===== src/rtl/cac_pkg.sv =====
// Shared types, constants and helper functions for the row chroma aberration fixer.
// Used by cac_div and row_chroma_aberration_fix; depends on nothing else.
package cac_pkg;

	// Row store and field geometry.
	localparam int MaxRow      = 4096;
	localparam int AddrW       = $clog2(MaxRow);
	localparam int LenW        = AddrW + 1;
	localparam int SearchLimit = 100;
	localparam int ChW         = 16;
	localparam int PixW        = 3 * ChW;
	localparam int QW          = 32;
	localparam int CfgW        = 17;

	// Q16.16 constants.
	localparam logic [QW-1:0] OneQ16   = 32'h0001_0000;
	localparam logic [QW:0]   RecipNum = 33'h1_0000_0000;

	// Channel codes.
	typedef logic [1:0] ch_t;
	localparam ch_t ChRed   = 2'd0;
	localparam ch_t ChGreen = 2'd1;
	localparam ch_t ChBlue  = 2'd2;

	// Input operation codes.
	typedef enum logic [1:0] {
		OpLoad    = 2'd0,
		OpCorrect = 2'd1,
		OpRead    = 2'd2
	} op_t;

	// Configuration register indexes.
	typedef enum logic [1:0] {
		CfgGuide     = 2'd0,
		CfgThreshold = 2'd1,
		CfgMargin    = 2'd2,
		CfgRowLength = 2'd3
	} cfg_idx_t;

	// Request to the shared divider.
	typedef struct packed {
		logic          start;
		logic [QW:0]   num;
		logic [QW-1:0] den;
	} div_req_t;

	// Sequencer states.
	typedef enum logic [5:0] {
		ST_IDLE, ST_RD_OUT, ST_DIV_WAIT,
		ST_J_TOP, ST_E_RA, ST_E_RB, ST_E_RC, ST_E_T1, ST_E_T2,
		ST_G_TOP, ST_G_RA, ST_G_RB, ST_G_RC,
		ST_S_DIV, ST_S_INV, ST_S_ACC, ST_S_END,
		ST_B_RA, ST_B_RB, ST_B_RC, ST_B_A1, ST_B_A2, ST_B_B0, ST_B_B1, ST_B_B2,
		ST_B_IM, ST_B_MP, ST_B_IMP,
		ST_K_INIT, ST_K_RD, ST_K_DIV, ST_K_CMP, ST_K_WR
	} state_t;

	// Pixel layout: red in the top lane, blue in the bottom lane.
	function automatic logic [ChW-1:0] chan(input logic [PixW-1:0] p, input ch_t c);
		logic [ChW-1:0] v;
		case (c)
			ChRed:   v = p[3*ChW-1:2*ChW];
			ChGreen: v = p[2*ChW-1:ChW];
			default: v = p[ChW-1:0];
		endcase
		return v;
	endfunction

	function automatic logic [PixW-1:0] put_chan(input logic [PixW-1:0] p, input ch_t c,
			input logic [ChW-1:0] v);
		logic [PixW-1:0] r;
		r = p;
		case (c)
			ChRed:   r[3*ChW-1:2*ChW] = v;
			ChGreen: r[2*ChW-1:ChW] = v;
			default: r[ChW-1:0] = v;
		endcase
		return r;
	endfunction

	// Dividend of a Q16.16 ratio a/b.
	function automatic logic [QW:0] ratio_num(input logic [ChW-1:0] a);
		return {1'b0, a, 16'h0000};
	endfunction

endpackage


===== src/rtl/cac_div.sv =====
// Shared restoring divider: 33-bit dividend by 32-bit divisor, one quotient bit a cycle.
// Depends on cac_pkg for the request struct and widths.
module cac_div
	import cac_pkg::*;
(
	input  logic          clk,
	input  logic          arst_n,
	input  div_req_t      req,
	output logic          done,
	output logic [QW-1:0] quo
);

	logic          busy_q;
	logic          done_q;
	logic [5:0]    cnt_q;
	logic [QW-1:0] rem_q;
	logic [QW:0]   nq_q;
	logic [QW-1:0] den_q;
	logic [QW:0]   shifted;
	logic [QW:0]   diff;
	logic          ge;

	// One restoring step: shift in the next dividend bit and try to subtract.
	assign shifted = {rem_q, nq_q[QW]};
	assign ge      = shifted >= {1'b0, den_q};
	assign diff    = shifted - {1'b0, den_q};

	// Control of the iteration.
	always_ff @(posedge clk or negedge arst_n) begin
		if (!arst_n) begin
			busy_q <= 1'b0;
			done_q <= 1'b0;
			cnt_q  <= '0;
		end else begin
			done_q <= 1'b0;
			if (req.start) begin
				busy_q <= 1'b1;
				cnt_q  <= 6'(QW);
			end else if (busy_q) begin
				if (cnt_q == '0) begin
					busy_q <= 1'b0;
					done_q <= 1'b1;
				end
				cnt_q <= cnt_q - 6'd1;
			end
		end
	end

	// Remainder and quotient shift register; a zero divisor counts as one.
	always_ff @(posedge clk) begin
		if (req.start) begin
			rem_q <= '0;
			nq_q  <= req.num;
			den_q <= (req.den == '0) ? QW'(1) : req.den;
		end else if (busy_q) begin
			rem_q <= ge ? diff[QW-1:0] : shifted[QW-1:0];
			nq_q  <= {nq_q[QW-1:0], ge};
		end
	end

	// Saturate quotients that reach 2^32.
	assign done = done_q;
	assign quo  = nq_q[QW] ? '1 : nq_q[QW-1:0];

endmodule


===== config.mk =====
export PLATFORM = sky130hd
export DESIGN_NAME = cac_div
export DESIGN_NICKNAME = d
export VERILOG_FILES = /design/src/rtl/cac_pkg.sv /design/src/rtl/cac_div.sv
export SDC_FILE = /design/constraint.sdc
export NUM_CORES = 1
export LEC_CHECK = 0
export BUFFER_PORTS_ARGS = -buffer_cell sky130_fd_sc_hd__buf_2
export CORE_ASPECT_RATIO = 1.75
export CORE_MARGIN = 2
export CORE_UTILIZATION = 60
export CTS_CLUSTER_SIZE = 12
export DETAILED_ROUTE_END_ITERATION = 8
export PLACE_DENSITY = 0.83
export SETUP_SLACK_MARGIN = 0.15
export SLEW_MARGIN = 20
export SYNTH_ARGS = -nofsm -noshare
export SYNTH_HDL_FRONTEND = slang
export SYNTH_SLANG_ARGS = --single-unit

===== constraint.sdc =====
create_clock -name clk -period 5.7 [get_ports clk]
set_input_delay 1.14 -clock clk [delete_from_list [all_inputs] [get_ports clk]]
set_output_delay 1.14 -clock clk [all_outputs]
set_load 0.02 [all_outputs]

==> out/qor.json <==
{
  "run_status": "complete, but fails checks",
  "failed_checks": "design-rule violations",
  "finalWeightedCongestion": 0.979,
  "post-route-period-util": 0.671,
  "drcViolationCount": 2,
  "detailed_place_hpwl_mm": 12.7,
  "synth-simple-area-share": 0.176,
  "initial_core_util": 0.610,
  "grt_max_degree": 65,
  "cts_repair_resize_count": 0,
  "via_per_inst": 6.36,
  "p_leak_nw": 3.13,
  "synthDominantCellAreaShare": 0.292,
  "r2r.worst_path.cells": 11,
  "timing.final.max_slew_violations": 0,
  "grt_antenna_before_repair": 0,
  "global_route.overflow_total": 0,
  "design.portCount": 101,
  "p_per_area_nw_per_um2": 427,
  "ir_drop_mv": 0.283,
  "hold_buffers": 0,
  "required_time_of_the_critical_path_ps": 5970,
  "yosys.area_share.xor_xnor": 0.0366,
  "timing.final.crit_period_ps": 3830,
  "synth_area_in_compound_gates": 0.173,
  "clock-skew-final_ps": 15.0,
  "wl_per_cell_um": 19.2,
  "syn_inst": 705,
  "number_of_global_route_vias_before_repair": 5639,
  "drtPass1Iterations": 7,
  "final_hold_viol_count": 0,
  "ys.warnings.count": 0,
  "slew-limit-headroom": 0.384,
  "mappedNetlistArea_um2": 6700,
  "cell_row_count": 51,
  "slowest_delay_ps": 800,
  "drive_above_1_share": 0.268,
  "dieWidth_um": 83.9,
  "synth_top_family_by_area": "simple AND/OR/NAND/NOR gates",
  "fp.dieH_um": 144,
  "rsz0062_at_grt": "no",
  "cts_tree": "built",
  "finalSetupTns_ps": 0,
  "cts_inserted_buffers": 9,
  "area_of_placed_instances_um2": 7090,
  "h-tree-depth": 3,
  "grtUsageTotal": 0.282,
  "synthTopCellsByCount": "65 x sky130_fd_sc_hd__edfxtp_1, 57 x sky130_fd_sc_hd__nor2_1, 51 x sky130_fd_sc_hd__clkbuf_1",
  "critPathBufInv": 1,
  "timing.setup.critical_path_class": "flip-flop to flip-flop",
  "synth_area_leader_cell": "sky130_fd_sc_hd__edfxtp_1",
  "timing.hold.worst.class": "flip-flop to flip-flop",
  "synthFlopType": "sky130_fd_sc_hd__edfxtp_1",
  "worst_r2r_endpoint": "rem_q[30]",
  "worstReg2RegStart": "nq_q[32]",
  "synth_nets": 808,
  "coreArea_um2": 11000,
  "post-synth-top-count-cell": "sky130_fd_sc_hd__edfxtp_1",
  "global_route_wire_length_before_repair_mm": 26.8,
  "num_antenna_cells": 0,
  "post_synth.cell_area_avg_um2": 9.50,
  "syn_to_final_growth_pct": 10.2,
  "detail-route-antenna-nets": 0,
  "worst-slew-pin-transition_ps": 901,
  "crit_path_max_fanout": 33,
  "drt_iter0_markers": 408,
  "maxCapViolCount": 0,
  "ys_seq_area_frac": 0.417,
  "cts-root-to-sink-buffers": 2,
  "routed-via-count": 5642,
  "clock_insertion_delay_worst_skew_ps": 360,
  "reg2reg_setup_slack_ps": 1870,
  "worstHoldStart": "rem_q[31]",
  "wirelength_mm": 17.0,
  "clock_tree.root_cell": "sky130_fd_sc_hd__clkbuf_16",
  "clkSlewWorstSetupHoldPaths_ps": 70,
  "worst_path_dominant_cell_family": "compound AO/OA/AOI/OAI gates",
  "finalSetupViolCount": 0,
  "postCtsSetupRepairBufs": 0,
  "design.die.area_um2": 12100,
  "finish.instance_area_um2": 7380,
  "synth_fa_ha_area_frac": 0.0665,
  "clock_sink_count": 105,
  "timing.critical_path.slowest_stage_cell": "sky130_fd_sc_hd__edfxtp_1",
  "numPortBuffers": 100,
  "yosys_register_bits": 105,
  "endpoint_class_of_the_critical_path": "flip-flop",
  "nets": 853,
  "synth_edf_count": 65,
  "timing.critical_path.from_type": "flip-flop",
  "fillers": 896,
  "number_of_unique_standard_cell_types_used_by_synthesis": 67,
  "worst_hold_depth": 2,
  "fmax_achieved_mhz": 261,
  "synthMuxAreaShare": 0.0602,
  "cp.arrival_ps": 4090,
  "post_synth_main_area_contributors": "sky130_fd_sc_hd__edfxtp_1 29%, sky130_fd_sc_hd__dfxtp_1 9.6%, sky130_fd_sc_hd__ha_1 6.4%, sky130_fd_sc_hd__mux2_2 5.7%, sky130_fd_sc_hd__nor2_1 3.2%",
  "async_flop_share": 0.0762,
  "crit_path_cells": "inv_1 -> ha_1 -> fa_1 -> nand2b_1 -> a21oi_1 -> nor2_1 -> o22ai_1 -> a311oi_2 -> a211oi_2 -> mux2_2 -> o31ai_1",
  "holdPathEnd": "rem_q[31]"
}
## power breakdown
part,switching (mW),internal [mW],total (mW)
sequential,0.133,0.986,1.12
clock,0.292,0.314,0.606
combinational,0.850,0.576,1.43
total,1.27,1.88,3.15
## worst max path at each step
stage              from        end  slack [ps]  depth (start not counted)
4_1_cts        nq_q[32]  rem_q[30]        1870                         11
3_5_place_dp   nq_q[32]  rem_q[30]        1880                         11
6_report       nq_q[32]  rem_q[30]        1870                         11
3_3_place_gp   nq_q[32]  rem_q[30]        2030                         11
5_1_grt        nq_q[32]  rem_q[30]        1640                         11
2_1_floorplan  nq_q[32]  rem_q[30]        2930                         11
## metrics by stage
stage / total power, mW / instances / util / setup slack, ps / hold slack, ps
floorplan: 2.18 / 705 / - / 2930 / 451
global placement: 2.49 / 871 / 0.646 / 2030 / 464
detailed placement: 2.53 / 871 / 0.646 / 1880 / 474
CTS: 3.14 / 887 / 0.672 / 1870 / 491
global route: 3.33 / 887 / 0.672 / 1640 / 531
finish: 3.15 / 887 / 0.672 / 1870 / 489
## cell usage in the layout (no fill, tap or decap), types with 16 or more instances in the layout
master / netlist / routed
sky130_fd_sc_hd__inv_1: 43 / 42
sky130_fd_sc_hd__a21o_1: 16 / 16
sky130_fd_sc_hd__or2_2: 33 / 33
sky130_fd_sc_hd__a21oi_1: 30 / 30
sky130_fd_sc_hd__nand3_1: 35 / 35
sky130_fd_sc_hd__nand2_1: 32 / 32
sky130_fd_sc_hd__ha_1: 34 / 34
sky130_fd_sc_hd__xnor2_1: 20 / 20
sky130_fd_sc_hd__buf_2: 6 / 99
sky130_fd_sc_hd__o21ai_0: 18 / 18
sky130_fd_sc_hd__nor2_1: 57 / 57
sky130_fd_sc_hd__edfxtp_1: 65 / 65
sky130_fd_sc_hd__dfxtp_1: 32 / 32
sky130_fd_sc_hd__mux2_2: 34 / 34
sky130_fd_sc_hd__a311oi_1: 22 / 22
## layer usage
layer	vias to the layer above	track usage	share of wire
met2	245	0.512	0.52
li1	2651	-	-
met5	-	0	0
met4	0	0.196	0.063
met3	69	0.0391	0.046
met1	2677	0.300	0.37
## cells by family (layout without fill, tap and decap cells)
family          count (synthesis)  in the layout
buf+inv                       114            164
compound gates                160            160
mux                            36             36
xor+xnor                       28             28
fa+ha+maj                      35             35
flops                         105            105
simple gates                  227            227
## state kept, by name (all words and copies together) (netlist names)
signal  cells
busy_q      1
nq_q       33
cnt_q       6
rem_q      32
done        1
den_q      32
## tightest hold or removal path, stage by stage (launching register included)
cell	delay, ps
sky130_fd_sc_hd__dfxtp_1	340
sky130_fd_sc_hd__a32oi_1	60
sky130_fd_sc_hd__o31ai_1	60
## final cells by class
type / instances / area (um2) / area share
clock buffers: 10 / 239 / 0.0324
clock inverters: 6 / 47.5 / 0.00644
inverters: 43 / 161 / 0.0219
multi-input cells: 486 / 3430 / 0.465
flip-flops and latches: 105 / 2790 / 0.378
well taps: 132 / 165 / 0.0224
repair buffers: 105 / 541 / 0.0732
Power figures use the tool's default switching activity.
